`src/rtl/assert_macros.svh`:
```
// Assertion helpers for the RTL that checks itself.
`ifndef ASSERT_MACROS_SVH
`define ASSERT_MACROS_SVH

// The consequent must hold in the same cycle as the antecedent.
`define MFD_ASSERT_SAME(lbl, clk, rst_n, ante, cons) \
  lbl: assert property (@(posedge clk) disable iff (!rst_n) (ante) |-> (cons)) \
    else $error("assertion failed");

// The consequent must hold in the cycle after the antecedent.
`define MFD_ASSERT_NEXT(lbl, clk, rst_n, ante, cons) \
  lbl: assert property (@(posedge clk) disable iff (!rst_n) (ante) |=> (cons)) \
    else $error("assertion failed");

`endif

```
`src/rtl/mfd_pkg.sv`:
```
package mfd_pkg;

  localparam int FRAME_BYTES = 9;
  // Bytes 1..7 are stored; byte 8 is checked as it arrives.
  localparam int STORE_DEPTH = FRAME_BYTES - 2;
  localparam int POS_W       = $clog2(STORE_DEPTH + 1);
  localparam logic [POS_W-1:0] LAST_POS = POS_W'(FRAME_BYTES - 2);
  localparam logic [7:0] SYNC_RESET = 8'hAA;

  typedef logic [7:0] byte_t;

  typedef struct packed {
    logic        frame_ok;
    logic        linear_move;
    logic        dir_x;
    logic        dir_y;
    logic        dir_z;
    logic [15:0] steps_x;
    logic [15:0] steps_y;
    logic [15:0] steps_z;
    byte_t       flag_byte;
    byte_t       check_byte;
  } mfd_result_t;

  typedef struct packed {
    logic in_frame;
    logic last_pos;
  } mfd_stat_t;

endpackage

```
`src/rtl/mfd_ifs.sv`:
```
interface mfd_in_if;
  logic       valid;
  logic       ready;
  logic [7:0] rx_byte;

  modport source (output valid, output rx_byte, input ready);
  modport sink (input valid, input rx_byte, output ready);
endinterface

interface mfd_out_if;
  logic        valid;
  logic        ready;
  logic        frame_ok;
  logic        linear_move;
  logic        dir_x;
  logic        dir_y;
  logic        dir_z;
  logic [15:0] steps_x;
  logic [15:0] steps_y;
  logic [15:0] steps_z;
  logic [7:0]  flag_byte;
  logic [7:0]  check_byte;

  modport source (output valid, output frame_ok, output linear_move, output dir_x,
                  output dir_y, output dir_z, output steps_x, output steps_y,
                  output steps_z, output flag_byte, output check_byte, input ready);
  modport sink (input valid, input frame_ok, input linear_move, input dir_x,
                input dir_y, input dir_z, input steps_x, input steps_y,
                input steps_z, input flag_byte, input check_byte, output ready);
endinterface

```
`src/rtl/mfd_collect.sv`:
```
module mfd_collect import mfd_pkg::*; (
  input  logic        clk,
  input  logic        rst_n,
  input  logic        cfg_we,
  input  byte_t       cfg_data,
  input  logic        accept,
  input  byte_t       rx_byte,
  output mfd_stat_t   stat,
  output logic        done,
  output mfd_result_t result
);

  byte_t            sync_r;
  logic             in_frame_r, in_frame_nxt;
  logic [POS_W-1:0] pos_r, pos_nxt;
  byte_t            store_r [STORE_DEPTH];
  byte_t            chk;

  assign stat.in_frame = in_frame_r;
  assign stat.last_pos = in_frame_r && (pos_r == LAST_POS);
  assign done          = accept && stat.last_pos;

  always_comb begin
    in_frame_nxt = in_frame_r;
    pos_nxt      = pos_r;
    if (accept) begin
      if (!in_frame_r) begin
        if (rx_byte == sync_r) begin
          in_frame_nxt = 1'b1;
          pos_nxt      = '0;
        end
      end else if (pos_r == LAST_POS) begin
        in_frame_nxt = 1'b0;
        pos_nxt      = '0;
      end else begin
        pos_nxt = pos_r + POS_W'(1);
      end
    end
  end

  always_ff @(posedge clk) begin
    if (!rst_n) begin
      sync_r     <= SYNC_RESET;
      in_frame_r <= 1'b0;
      pos_r      <= '0;
    end else begin
      if (cfg_we) begin
        sync_r <= cfg_data;
      end
      in_frame_r <= in_frame_nxt;
      pos_r      <= pos_nxt;
    end
  end

  always_ff @(posedge clk) begin
    if (accept && in_frame_r && (pos_r != LAST_POS)) begin
      store_r[pos_r] <= rx_byte;
    end
  end

  always_comb begin
    chk = '0;
    for (int k = 0; k < STORE_DEPTH; k++) begin
      chk = chk ^ store_r[k];
    end
  end

  // The incoming byte is the checksum byte when the frame completes.
  always_comb begin
    result.frame_ok    = (chk == rx_byte);
    result.linear_move = store_r[0][0];
    result.dir_x       = store_r[0][1];
    result.dir_y       = store_r[0][2];
    result.dir_z       = store_r[0][3];
    result.steps_x     = {store_r[2], store_r[1]};
    result.steps_y     = {store_r[4], store_r[3]};
    result.steps_z     = {store_r[6], store_r[5]};
    result.flag_byte   = store_r[0];
    result.check_byte  = rx_byte;
  end

endmodule

```
`src/rtl/mfd_outreg.sv`:
```
module mfd_outreg import mfd_pkg::*; (
  input  logic        clk,
  input  logic        rst_n,
  input  logic        load,
  input  mfd_result_t load_data,
  input  logic        out_ready,
  output logic        out_valid,
  output mfd_result_t out_data
);

  logic        valid_r, valid_nxt;
  mfd_result_t data_r;

  always_comb begin
    valid_nxt = valid_r;
    if (load) begin
      valid_nxt = 1'b1;
    end else if (out_ready) begin
      valid_nxt = 1'b0;
    end
  end

  always_ff @(posedge clk) begin
    if (!rst_n) begin
      valid_r <= 1'b0;
    end else begin
      valid_r <= valid_nxt;
    end
  end

  always_ff @(posedge clk) begin
    if (load) begin
      data_r <= load_data;
    end
  end

  assign out_valid = valid_r;
  assign out_data  = data_r;

endmodule

```
`src/rtl/motion_frame_deframer_core.sv`:
```
// A result appears in the cycle after the request carrying frame byte 8.
// Throughput: one byte request per cycle; a waiting result only holds off the
// byte that would complete the next frame, set by the single output register.
// Reset (rst_n low at a clock edge): hunting for sync, no result pending,
// sync value back to 0xAA. Stored frame bytes are not cleared.
`include "assert_macros.svh"

module motion_frame_deframer_core import mfd_pkg::*; (
  input  logic         clk,
  input  logic         rst_n,
  input  logic         cfg_we,
  input  logic [7:0]   cfg_data,
  mfd_in_if.sink       in_ch,
  mfd_out_if.source    out_ch
);

  mfd_stat_t   stat;
  logic        accept;
  logic        done;
  mfd_result_t result;
  mfd_result_t out_data;
  logic        out_valid;

  // Only the byte that would finish a frame must wait for the output register.
  assign in_ch.ready = !(stat.last_pos && out_valid && !out_ch.ready);
  assign accept      = in_ch.valid && in_ch.ready;

  mfd_collect u_collect (
    .clk      (clk),
    .rst_n    (rst_n),
    .cfg_we   (cfg_we),
    .cfg_data (cfg_data),
    .accept   (accept),
    .rx_byte  (in_ch.rx_byte),
    .stat     (stat),
    .done     (done),
    .result   (result)
  );

  mfd_outreg u_outreg (
    .clk       (clk),
    .rst_n     (rst_n),
    .load      (done),
    .load_data (result),
    .out_ready (out_ch.ready),
    .out_valid (out_valid),
    .out_data  (out_data)
  );

  assign out_ch.valid       = out_valid;
  assign out_ch.frame_ok    = out_data.frame_ok;
  assign out_ch.linear_move = out_data.linear_move;
  assign out_ch.dir_x       = out_data.dir_x;
  assign out_ch.dir_y       = out_data.dir_y;
  assign out_ch.dir_z       = out_data.dir_z;
  assign out_ch.steps_x     = out_data.steps_x;
  assign out_ch.steps_y     = out_data.steps_y;
  assign out_ch.steps_z     = out_data.steps_z;
  assign out_ch.flag_byte   = out_data.flag_byte;
  assign out_ch.check_byte  = out_data.check_byte;

  // A finished frame never overwrites a result that has not been taken.
  `MFD_ASSERT_SAME(a_no_overwrite, clk, rst_n, done, (!out_valid || out_ch.ready))
  // After the last byte the collector is hunting again.
  `MFD_ASSERT_NEXT(a_hunt_after_done, clk, rst_n, done, (!stat.in_frame))
  // A new result shows up only after a frame completed.
  `MFD_ASSERT_SAME(a_valid_from_done, clk, rst_n, $rose(out_valid), $past(done))

endmodule

```
`src/flat_wrapper.sv`:
```
// flat-port wrapper written by rule: the top's interface ports become plain ports
module motion_frame_deframer_core_flat import mfd_pkg::*;
  (clk, rst_n, cfg_we, cfg_data, in_ch_valid, in_ch_rx_byte, in_ch_ready, out_ch_valid, out_ch_frame_ok, out_ch_linear_move, out_ch_dir_x, out_ch_dir_y, out_ch_dir_z, out_ch_steps_x, out_ch_steps_y, out_ch_steps_z, out_ch_flag_byte, out_ch_check_byte, out_ch_ready);
  mfd_in_if in_ch_i ();
  mfd_out_if out_ch_i ();
  input  logic clk;
  input  logic rst_n;
  input  logic cfg_we;
  input  logic [7:0] cfg_data;
  input wire logic [$bits(in_ch_i.valid)-1:0] in_ch_valid;
  input wire logic [$bits(in_ch_i.rx_byte)-1:0] in_ch_rx_byte;
  output wire logic [$bits(in_ch_i.ready)-1:0] in_ch_ready;
  output wire logic [$bits(out_ch_i.valid)-1:0] out_ch_valid;
  output wire logic [$bits(out_ch_i.frame_ok)-1:0] out_ch_frame_ok;
  output wire logic [$bits(out_ch_i.linear_move)-1:0] out_ch_linear_move;
  output wire logic [$bits(out_ch_i.dir_x)-1:0] out_ch_dir_x;
  output wire logic [$bits(out_ch_i.dir_y)-1:0] out_ch_dir_y;
  output wire logic [$bits(out_ch_i.dir_z)-1:0] out_ch_dir_z;
  output wire logic [$bits(out_ch_i.steps_x)-1:0] out_ch_steps_x;
  output wire logic [$bits(out_ch_i.steps_y)-1:0] out_ch_steps_y;
  output wire logic [$bits(out_ch_i.steps_z)-1:0] out_ch_steps_z;
  output wire logic [$bits(out_ch_i.flag_byte)-1:0] out_ch_flag_byte;
  output wire logic [$bits(out_ch_i.check_byte)-1:0] out_ch_check_byte;
  input wire logic [$bits(out_ch_i.ready)-1:0] out_ch_ready;
  assign in_ch_i.valid = in_ch_valid;
  assign in_ch_i.rx_byte = in_ch_rx_byte;
  assign in_ch_ready = in_ch_i.ready;
  assign out_ch_valid = out_ch_i.valid;
  assign out_ch_frame_ok = out_ch_i.frame_ok;
  assign out_ch_linear_move = out_ch_i.linear_move;
  assign out_ch_dir_x = out_ch_i.dir_x;
  assign out_ch_dir_y = out_ch_i.dir_y;
  assign out_ch_dir_z = out_ch_i.dir_z;
  assign out_ch_steps_x = out_ch_i.steps_x;
  assign out_ch_steps_y = out_ch_i.steps_y;
  assign out_ch_steps_z = out_ch_i.steps_z;
  assign out_ch_flag_byte = out_ch_i.flag_byte;
  assign out_ch_check_byte = out_ch_i.check_byte;
  assign out_ch_i.ready = out_ch_ready;
  motion_frame_deframer_core u_core (.clk(clk), .rst_n(rst_n), .cfg_we(cfg_we), .cfg_data(cfg_data), .in_ch(in_ch_i), .out_ch(out_ch_i));
endmodule
```
`config.mk`:
```
export PLATFORM = sky130hd
export DESIGN_NAME = motion_frame_deframer_core_flat
export DESIGN_NICKNAME = d
export VERILOG_FILES = /design/src/rtl/mfd_pkg.sv /design/src/rtl/mfd_ifs.sv /design/src/rtl/mfd_collect.sv /design/src/rtl/mfd_outreg.sv /design/src/rtl/motion_frame_deframer_core.sv /design/src/flat_wrapper.sv
export VERILOG_INCLUDE_DIRS = /design/src /design/src/rtl
export SDC_FILE = /design/constraint.sdc
export NUM_CORES = 1
export LEC_CHECK = 0
export BUFFER_PORTS_ARGS = -buffer_cell sky130_fd_sc_hd__buf_2
export CORE_UTILIZATION = 35
export CTS_CLUSTER_SIZE = 16
export DETAILED_ROUTE_END_ITERATION = 8
export SETUP_SLACK_MARGIN = 0.02
export SYNTH_ARGS = -nofsm -noshare
export SYNTH_HDL_FRONTEND = slang
export SYNTH_HIERARCHICAL = 1
export SYNTH_SLANG_ARGS = --single-unit
```
`constraint.sdc`:
```
create_clock -name clk -period 5.31 [get_ports clk]
set_input_delay 0.531 -clock clk [delete_from_list [all_inputs] [get_ports clk]]
set_output_delay 0.531 -clock clk [all_outputs]
set_load 0.01 [all_outputs]
```
# Word level (Yosys, flattened, before mapping)
# Memory sizes are Yosys's and may differ from the RTL's.
# Index checks and enable logic that the tools add are counted.
# Widths: inputs -> output; s select.
# word_totals
register_bits	82
ramBits	56
input_bits	21
output_inout_bits	71
wordCells	48
mem_count	1
# op_classes
addsub	1
n_eq_ne	4
n_mux	10
bitwise_logic	6
n_reduce_logical	12
# mem_list
name	words	width	read_ports	rd_clocked_by_memory_dff	write_ports	line	text
u_core.u_collect.store_r	7	8	7	0	1	mfd_collect.sv:16	byte_t store_r [STORE_DEPTH];
# op_table
op	count
$xor 8x8->8	6
$eq 8x8->1	2
$mux 3	3
$logic_and 1x1->1	7
$mux 1	7
$reduce_bool 2->1	2
$add 3x1->3 const B	1
$eq 3x3->1 const B	1
$ne 3x3->1 const B	1
$logic_not 1->1	2
$reduce_and 2->1	1

# Longest topological paths before layout
# Gate-level depths: netlist of the first run.
# depth
ltp_word	10
depth_mapped	9
depth_no_buf	9

# Cells and area by module
# The synthesis of the first run kept the hierarchy.
# modules_own_cells
module	n_inst	cells_each	area_each_um2	seq_area_each_um2
mfd_collect	1	200	2900.3	1921.8
mfd_outreg	1	72	2113.3	2092.0
motion_frame_deframer_core	1	2	26.3	0.0

# Worst setup path after synthesis of the first run
# Ideal clock, no wire load.
# synth_path
kind	flip-flop to flip-flop
from	register u_core.u_collect.pos_r[1]
to	register u_core.u_outreg.data_r, in the netlist u_core/u_outreg/out_data[0], enable pin
setup_ns	0.437
arrival_time_ns	2.895
t_required_ns	4.873
setup_slack_ns	1.978
stages_incl_launch_ff	7
synth_period_minus_slack_ns	3.332
cell_sequence	dfxtp_1 > ha_1 > ha_1 > and2_1 > nand3b_4 > and2_1 > and3_1
# synth_lines
item	line	text
start, declared	mfd_collect.sv:15	logic [POS_W-1:0] pos_r, pos_nxt;
start signal, assigned	mfd_collect.sv:51	pos_r <= pos_nxt;
end signal, assigned	mfd_outreg.sv:33	data_r <= load_data;
end, declared	mfd_outreg.sv:12	mfd_result_t data_r;

==> flow_metrics.env, run 1 <==
export IMPL_worstMarginPinSlew_ps=865
export IMPL_drt_iter0_markers=155
export IMPL_cts_hold_buffers=0
export IMPL_grt_pass1_vias=2496
export IMPL_grt_first_pass_wirelength_mm=13.5
export IMPL_p_seq_share_pct=47.3
export IMPL_max_freq_ghz=0.341
export IMPL_final_net_count=394
export IMPL_final_util_pct=45.1
export IMPL_fin_skew_ps=8.00
export IMPL_die_x_um=122
export IMPL_cp_end_kind="register"
export IMPL_met2_length_mm=4.49
export IMPL_grt_max_degree=42
export IMPL_critPathMaxFanout=41
export IMPL_n_fill_cell=1217
export IMPL_yosys_warnings=6
export IMPL_syn_area_per_cell_um2=18.4
export IMPL_pwr_share_comb_pct=1.8
export IMPL_post_cts_setup_buffer_count=0
export IMPL_clock_root_buffer="clkbuf_16"
export IMPL_io_pins=92
export IMPL_min_period_ps=2940
export IMPL_hold_path_class="input pin to register"
export IMPL_vias_per_cell=4.43
export IMPL_cts_htree_levels=4
export IMPL_synth_fp_nets=296
export IMPL_drc=0
export IMPL_stdcell_area_um2=6290
export IMPL_firstDrtPassIters=4
export IMPL_drtAntennaViolNets=0
export IMPL_place_area_um2=5640
export IMPL_hold_depth=3
export IMPL_finalSetupViolations=0
export IMPL_relSlewSlack_pct=42.2
export IMPL_cp_required_ps=5350
export IMPL_maxCapViolCount=0
export IMPL_start_util_pct=36.1
export IMPL_tritoncts="built"
export IMPL_antenna_cells=0
export IMPL_powerDensity_nw_per_um2=397
export IMPL_clock_sinks=138
export IMPL_wl_met3_um=496
export IMPL_ir_drop_v=0.000222
export IMPL_drt_total_wl_mm=9.20
export IMPL_grtUsageTotal_pct=13.0
export IMPL_cp_buffers_inverters=1
export IMPL_layout_worst_path_cycle_share_pct=55.3
export IMPL_path_depth=7
export IMPL_slew_viol_final=0
export IMPL_clk_pin_slew_worst_paths_ps=60
export IMPL_area_growth_pct=25.0
export IMPL_routedWlPerCell_um=16.3
export IMPL_coreArea_um2=13900
export IMPL_cts_path_max_buffers=2
export IMPL_portBuffers=91
export IMPL_cp_start_kind="register"
export IMPL_gp_congestion=0.701
export IMPL_routed_top_layer="met4"
export IMPL_antenna_found_initial=0
export IMPL_dp_cells=532
export IMPL_p_leak_uw=0.00222
export IMPL_synthesis_area_um2=5030
export IMPL_ff2ff_path_depth=7
export IMPL_regArea_um2=4010
export IMPL_grt_overflow=0
export IMPL_status="finished, final reports clean"
export IMPL_crit_type="register to register"
export IMPL_fin_tns_setup_ps=0
export IMPL_wl_met1_mm=4.07
export IMPL_switchingPower_uw=467
export IMPL_power_uw=2500
export IMPL_cts_resized=0
export IMPL_die_area_um2=14900
export IMPL_report_final_hold_viol_count=0
export IMPL_cp_slowest_cell="and3_2"
export IMPL_cp_slowest_stage_delay_ps=650
export IMPL_multi_input_area_um2=923
export IMPL_worstPathArrival_ps=2980
export IMPL_drive_above_1_share_pct=33.9
export IMPL_cts_inserted_buffers=17
export IMPL_via_count=2501
export IMPL_internal_power_uw=2030
export IMPL_die_h_um=122
export IMPL_path_cells="ha_1 > ha_1 > and2_1 > nand3b_4 > and2_1 > and3_2 > buf_4"
export IMPL_rows=43
export IMPL_crit_family="simple AND/OR/NAND/NOR gates"
export IMPL_rsz0062_at_grt="false"
export IMPL_p_clk_share_pct=50.9
export IMPL_syn_inst=273
export IMPL_place_detailed_hpwl_mm=6.38
export IMPL_fin_cells=564
export IMPL_switching_share_pct=18.7
export IMPL_clk_latency_ps=410
## path summary, 6_finish.rpt
path	from	end	slack, ps
setup reg to reg	u_core/u_collect/pos_r[1]	u_core/u_outreg/out_data[36]	2370
setup / recovery	u_core/u_collect/pos_r[1]	u_core/u_outreg/out_data[36]	2370
hold reg to reg	u_core/u_collect/store_r[6][3]	u_core/u_outreg/out_data[27]	470
hold / removal	cfg_data[3]	u_core/u_collect/sync_r[3]	330
## layer usage
| metal | global-route usage, % | vias up |
|---|---|---|
| met1 | 16.2 | 1224 |
| met3 | 3.60 | 13 |
| met2 | 20.5 | 84 |
| met5 | 0 | - |
| li1 | - | 1180 |
| met4 | 6.87 | 0 |
## layout by cell type (no fill, tap or decap)
master	count
edfxtp_1	125
buf_2	91
xnor2_1	64
clkbuf_16	17
nand2_1	13
dfxtp_1	13
nor2_1	10
mux2i_1	8
bufinv_16	5
clkinvlp_4	4
clkinv_4	4
nand4_1	4
o22ai_1	3
clkinv_2	2
and2_1	2
nor3_1	2
inv_1	2
o21a_1	2
ha_1	2
buf_4	2
nand3b_4	1
or3_1	1
nor3_2	1
nor3b_2	1
and3_1	1
nand2b_1	1
and3_2	1
a211oi_1	1
nor2b_4	1
## flip-flops by register name (all words and copies together), names as in the netlist
| signal | cells |
|---|---|
| u_core/u_collect/store_r | 56 |
| u_core/u_collect/in_frame_r | 1 |
| u_core/u_outreg/out_data | 69 |
| u_core/u_collect/pos_r | 3 |
| u_core/u_outreg/out_valid | 1 |
| u_core/u_collect/sync_r | 8 |
## layout make-up
type / count / area share, %
timing repair buffer: 93 / 7.48
sequential: 138 / 63.8
clock inverter: 15 / 3.58
multi-input combinational: 119 / 14.7
clock buffer: 17 / 6.76
inverter: 2 / 0.119
tap: 180 / 3.58
## power groups by stage
stage / logic, µW / registers, µW / clock network, µW
final: 45.2 / 1180 / 1270
after global routing: 50.1 / 1180 / 1330
after CTS: 46.5 / 1180 / 1290
after detailed placement: 46.4 / 1200 / 0
after global placement: 45.5 / 1200 / 0
after floorplan: 28.2 / 1200 / 0
## worst min-delay path, delay by kind of cell
family	cells	cell delay, ps
mux	1	60
simple gates	1	60
buf+inv	1	70
## per-stage QoR
| step | setup slack [ps] | hold slack (ps) |
|---|---|---|
| 2_1_floorplan | 1980 | 449 |
| 3_3_place_gp | 2410 | 458 |
| 3_5_place_dp | 2230 | 459 |
| 4_1_cts | 2210 | 318 |
| 5_1_grt | 2180 | 331 |
| 6_report | 2370 | 334 |
Note: power is estimated with default switching activity, not from simulation.
==> run 2, diff against run 1 <==
- clock period: 5.31 -> 2.6 ns (I/O delays scaled with it)
==> run 2 against run 1 <==
Hold slack lost 260 ps; wire length grew 5.0%; clock power grew 93%; design area grew 0.93%; power grew 99%; die area is the same.
==> flow_metrics.env, run 2 (synthesized netlist as in run 1, its figures left out) <==
export IMPL_drt_total_wl_mm=9.66
export IMPL_critPathMaxFanout=5
export IMPL_layout_common_cells="125 x edfxtp_1, 91 x buf_2, 64 x xnor2_1"
export IMPL_cts_hold_buffers=0
export IMPL_p_clk_share_pct=49.4
export IMPL_slew_viol_final=0
export IMPL_post_cts_setup_buffer_count=0
export IMPL_switchingPower_uw=922
export IMPL_rsz0062_at_grt="false"
export IMPL_die_x_um=122
export IMPL_finalSetupViolations=0
export IMPL_area_growth_pct=26.2
export IMPL_drt_iter0_markers=184
export IMPL_pwr_share_comb_pct=1.9
export IMPL_cts_resized=0
export IMPL_drc=0
export IMPL_p_seq_share_pct=48.6
export IMPL_ir_drop_v=0.000534
export IMPL_grtUsageTotal_pct=13.9
export IMPL_cp_slowest_stage_delay_ps=370
export IMPL_cts_inserted_buffers=17
export IMPL_rows=43
export IMPL_status="finished, final reports clean"
export IMPL_internal_power_uw=4040
export IMPL_fin_tns_setup_ps=0
export IMPL_drtAntennaViolNets=0
export IMPL_coreArea_um2=13900
export IMPL_layout_worst_path_cycle_share_pct=93.2
export IMPL_cp_start_kind="register"
export IMPL_worstMarginPinSlew_ps=380
export IMPL_place_detailed_hpwl_mm=6.50
export IMPL_max_freq_ghz=0.413
export IMPL_crit_type="register to register"
export IMPL_path_cells="ha_1 > ha_1 > and2_1 > nand3b_4 > and2_1 > nand2_2 > or3_4 > nor3_2 > buf_4"
export IMPL_grt_overflow=0
export IMPL_cts_htree_levels=4
export IMPL_grt_first_pass_wirelength_mm=14.4
export IMPL_routedWlPerCell_um=16.8
export IMPL_grt_pass1_vias=2481
export IMPL_powerDensity_nw_per_um2=781
export IMPL_clock_sinks=138
export IMPL_clk_latency_ps=410
export IMPL_cp_end_kind="register"
export IMPL_clock_root_buffer="clkbuf_16"
export IMPL_switching_share_pct=18.6
export IMPL_antenna_cells=0
export IMPL_grt_max_degree=72
export IMPL_worstPathArrival_ps=2540
export IMPL_tritoncts="built"
export IMPL_relSlewSlack_pct=74.6
export IMPL_start_util_pct=36.1
export IMPL_gp_congestion=0.794
export IMPL_dp_cells=542
export IMPL_clk_pin_slew_worst_paths_ps=60
export IMPL_maxCapViolCount=0
export IMPL_cp_required_ps=2720
export IMPL_portBuffers=91
export IMPL_fin_skew_ps=8.60
export IMPL_min_period_ps=2420
export IMPL_firstDrtPassIters=4
export IMPL_power_uw=4960
export IMPL_cts_path_max_buffers=2
export IMPL_antenna_found_initial=0
export IMPL_largest_reg_flops=69
export IMPL_layout_commonest_cell="edfxtp_1"
export IMPL_drive_above_1_share_pct=35.5
export IMPL_die_area_um2=14900
export IMPL_vias_per_cell=4.42
export IMPL_fin_cells=574
export IMPL_via_count=2536
export IMPL_io_pins=92
export IMPL_report_final_hold_viol_count=0
export IMPL_die_h_um=122
export IMPL_final_net_count=404
export IMPL_p_leak_uw=0.00227
export IMPL_cp_slowest_cell="or3_4"
export IMPL_hold_path_class="input pin to register"
run 2: worst max-delay path, delay by kind of cell (launching register included):
| family | cells | cell delay [ps] |
|---|---|---|
| DFF | 1 | 360 |
| adders and majority gates | 2 | 460 |
| and+or+nand+nor | 6 | 1140 |
| buffers and inverters | 1 | 190 |
run 2: area by class of cell:
cell class	count	area, µm²
Clock inverter	14	179
Multi-Input combinational cell	119	937
Timing Repair Buffer	103	558
Sequential cell	138	4010
Tap cell	180	225
Inverter	2	7.51
Clock buffer	18	429
Fill cell	1203	7580
run 2: per-stage QoR:
stage / hold WS (ps) / utilization, % / area [µm²] / setup slack (ps)
after floorplan: 359 / - / 5040 / 35.6
after global routing: 73.1 / 45.6 / 6350 / 51.5
after global placement: 461 / 41.1 / 5730 / 254
after detailed placement: 457 / 41.1 / 5730 / 145
after CTS: 59.9 / 45.5 / 6340 / 134
final: 70.5 / 45.6 / 6350 / 176
run 2: path summary, 6_finish.rpt:
kind                                                startpoint                              to  slack (ps)  depth (start not counted)
worst max-delay path                 u_core/u_collect/pos_r[0]  u_core/u_collect/store_r[0][3]         180                          9
worst min-delay path                               cfg_data[3]      u_core/u_collect/sync_r[3]          70                          3
worst max register to register       u_core/u_collect/pos_r[0]  u_core/u_collect/store_r[0][3]         180                          9
worst min register to register  u_core/u_collect/store_r[1][0]    u_core/u_outreg/out_data[48]         470                          0
run 2: power by group through the flow:
stage / Clock [µW] / Sequential (µW) / Combinational [µW]
floorplan: 0 / 2460 / 57.7
global placement: 0 / 2460 / 96.6
detailed placement: 0 / 2460 / 97.4
CTS: 2500 / 2410 / 97.7
global route: 2600 / 2410 / 106
finish: 2450 / 2410 / 95.8
run 2: per-layer routing:
| metal | wire length, µm | up-vias | GRT usage [%] |
|---|---|---|---|
| met4 | 172 | 0 | 6.25 |
| met1 | 4400 | 1232 | 18.4 |
| met5 | 0 | - | 0 |
| met3 | 493 | 18 | 3.89 |
| met2 | 4590 | 86 | 21.2 |
| li1 | - | 1200 | - |
==> run 3, diff against run 2 <==
- ABC_AREA: default -> 1
- REMOVE_ABC_BUFFERS: default -> 1
==> run 3 against run 2 <==
Highest routed layer unchanged; setup slack better by 140 ps; non-clock buffer count decreased by 3; register-to-register slack better by 140 ps; combinational power grew 2.9%; clock skew decreased by 2.4 ps; sequential share of layout area shrank 4.5 points; hold slack worse by 9.5 ps; largest cell class unchanged; clock power increased by 13%.
==> flow_metrics.env, run 3 <==
export IMPL_rows=45
export IMPL_drt_total_wl_mm=10.5
export IMPL_path_depth=10
export IMPL_slew_viol_final=0
export IMPL_min_period_ps=2290
export IMPL_maxCapViolCount=0
export IMPL_yosys_warnings=6
export IMPL_drt_iter0_markers=273
export IMPL_r2r_start="u_core/u_collect/pos_r[1]"
export IMPL_coreArea_um2=15200
export IMPL_drive_above_1_share_pct=25.3
export IMPL_area_growth_pct=25.5
export IMPL_grt_util_met3_pct=4.39
export IMPL_routedWlPerCell_um=14.1
export IMPL_hp_start="cfg_data[3]"
export IMPL_antenna_cells=0
export IMPL_dp_cells=714
export IMPL_clk_pin_slew_worst_paths_ps=60
export IMPL_clk_latency_ps=410
export IMPL_io_pins=92
export IMPL_die_x_um=127
export IMPL_start_util_pct=35.8
export IMPL_r2r_slack_ps=310
export IMPL_cp_buffers_inverters=2
export IMPL_worstMarginPinSlew_ps=306
export IMPL_drc=0
export IMPL_ff2ff_path_depth=10
export IMPL_powerDensity_nw_per_um2=771
export IMPL_syn_area_per_cell_um2=12.4
export IMPL_via_count=3359
export IMPL_crit_family="simple AND/OR/NAND/NOR gates"
export IMPL_use_met2_pct=21.2
export IMPL_regArea_um2=4010
export IMPL_cp_slowest_stage_delay_ps=370
export IMPL_cts_inserted_buffers=17
export IMPL_gp_congestion=0.708
export IMPL_ir_drop_v=0.000454
export IMPL_report_final_hold_viol_count=0
export IMPL_reg2reg_to="u_core/u_collect/store_r[6][7]"
export IMPL_grtUsageMet1_pct=17.8
export IMPL_whs_endpoint="u_core/u_collect/sync_r[3]"
export IMPL_firstDrtPassIters=4
export IMPL_grt_pass1_vias=3135
export IMPL_place_detailed_hpwl_mm=7.47
export IMPL_cts_htree_levels=4
export IMPL_layout_worst_path_cycle_share_pct=88.0
export IMPL_grtUsageTotal_pct=13.7
export IMPL_layout_commonest_cell="nand2_1"
export IMPL_fin_cells=746
export IMPL_cp_required_ps=2710
export IMPL_cp_end_kind="register"
export IMPL_grt_max_degree=48
export IMPL_largest_reg_flops=69
export IMPL_relSlewSlack_pct=79.6
export IMPL_clock_sinks=138
export IMPL_portBuffers=91
export IMPL_rsz0062_at_grt="false"
export IMPL_critPathMaxFanout=8
export IMPL_final_net_count=568
export IMPL_finalSetupViolations=0
export IMPL_hold_path_class="input pin to register"
export IMPL_crit_type="register to register"
export IMPL_cts_path_max_buffers=2
export IMPL_drtAntennaViolNets=0
export IMPL_worstPathArrival_ps=2400
export IMPL_vias_per_cell=4.50
export IMPL_post_cts_setup_buffer_count=0
export IMPL_grt_first_pass_wirelength_mm=16.3
export IMPL_place_area_um2=6150
export IMPL_die_h_um=127
export IMPL_grt_overflow=0
export IMPL_cp_start_kind="register"
export IMPL_clock_root_buffer="clkbuf_16"
export IMPL_power_uw=5270
export IMPL_layout_common_cells="126 x nand2_1, 125 x edfxtp_1, 91 x buf_2"
export IMPL_grt_busiest_layer="met2"
export IMPL_die_area_um2=16100
export IMPL_status="finished, final reports clean"
export IMPL_path_cells="ha_1 > ha_1 > nand2_1 > inv_1 > nand2_1 > nor2_2 > nor2_2 > nand4_1 > nor3_2 > buf_4"
export IMPL_synthesis_area_um2=5450
export IMPL_multi_input_area_um2=1150
export IMPL_max_freq_ghz=0.437
export IMPL_syn_inst=440
export IMPL_stdcell_area_um2=6840
export IMPL_n_fill_cell=1362
export IMPL_antenna_found_initial=0
export IMPL_hold_depth=3
export IMPL_p_leak_uw=0.00281
export IMPL_tritoncts="built"
export IMPL_fin_skew_ps=6.25
export IMPL_cp_slowest_cell="dfxtp_1"
-- run 3: how the worst max path moves through the flow --
stage	startpoint	end	slack, ps
after floorplan	u_core/u_collect/pos_r[1]	u_core/u_outreg/out_valid	-2110
after global placement	u_core/u_collect/pos_r[1]	u_core/u_collect/store_r[3][1]	320
after detailed placement	u_core/u_collect/pos_r[1]	u_core/u_collect/store_r[6][6]	190
after CTS	u_core/u_collect/pos_r[1]	u_core/u_collect/store_r[6][7]	160
after global routing	u_core/u_collect/pos_r[1]	u_core/u_collect/store_r[4][6]	100
final	u_core/u_collect/pos_r[1]	u_core/u_collect/store_r[6][7]	310
-- run 3: through the flow --
stage | TNS (ps) | hold slack (ps) | setup slack (ps) | utilization [%]
3_3_place_gp | 0 | 463 | 316 | 40.5
2_1_floorplan | -148020 | 344 | -2110 | -
3_5_place_dp | 0 | 465 | 185 | 40.5
4_1_cts | 0 | 38.3 | 162 | 44.9
5_1_grt | 0 | 72.5 | 103 | 45.0
6_report | 0 | 61.0 | 313 | 45.0
-- run 3: what timing repair did --
item,4_1_cts,5_1_grt
gates resized for setup,0,1
hold buffers,0,0
endpoints found under the setup margin,0,31
-- run 3: where the power goes --
part | switching [µW] | internal (µW)
logic | 60.4 | 38.2
registers | 6.34 | 2410
clock network | 868 | 1890
-- run 3: layout make-up --
class,instances,share of cell area (%)
inverters,59,3.24
multi-input cells,229,16.8
flip-flops and latches,138,58.7
clock buffers,19,6.33
well taps,188,3.44
clock inverters,13,3.61
repair buffers,100,7.83
-- run 3: tightest hold or removal path, cell delays in order --
cell	delay, ps
buf_2	70
nand2_1	40
nand3_1	60
-- run 3: routing by layer --
metal  wire length (µm)  up-vias  share of wire, %
met5                  0        -                 0
met4                 83        0              0.79
met3                592       10               5.6
met2               4910      100                47
met1               4950     1588                47
li1                   -     1661                 -
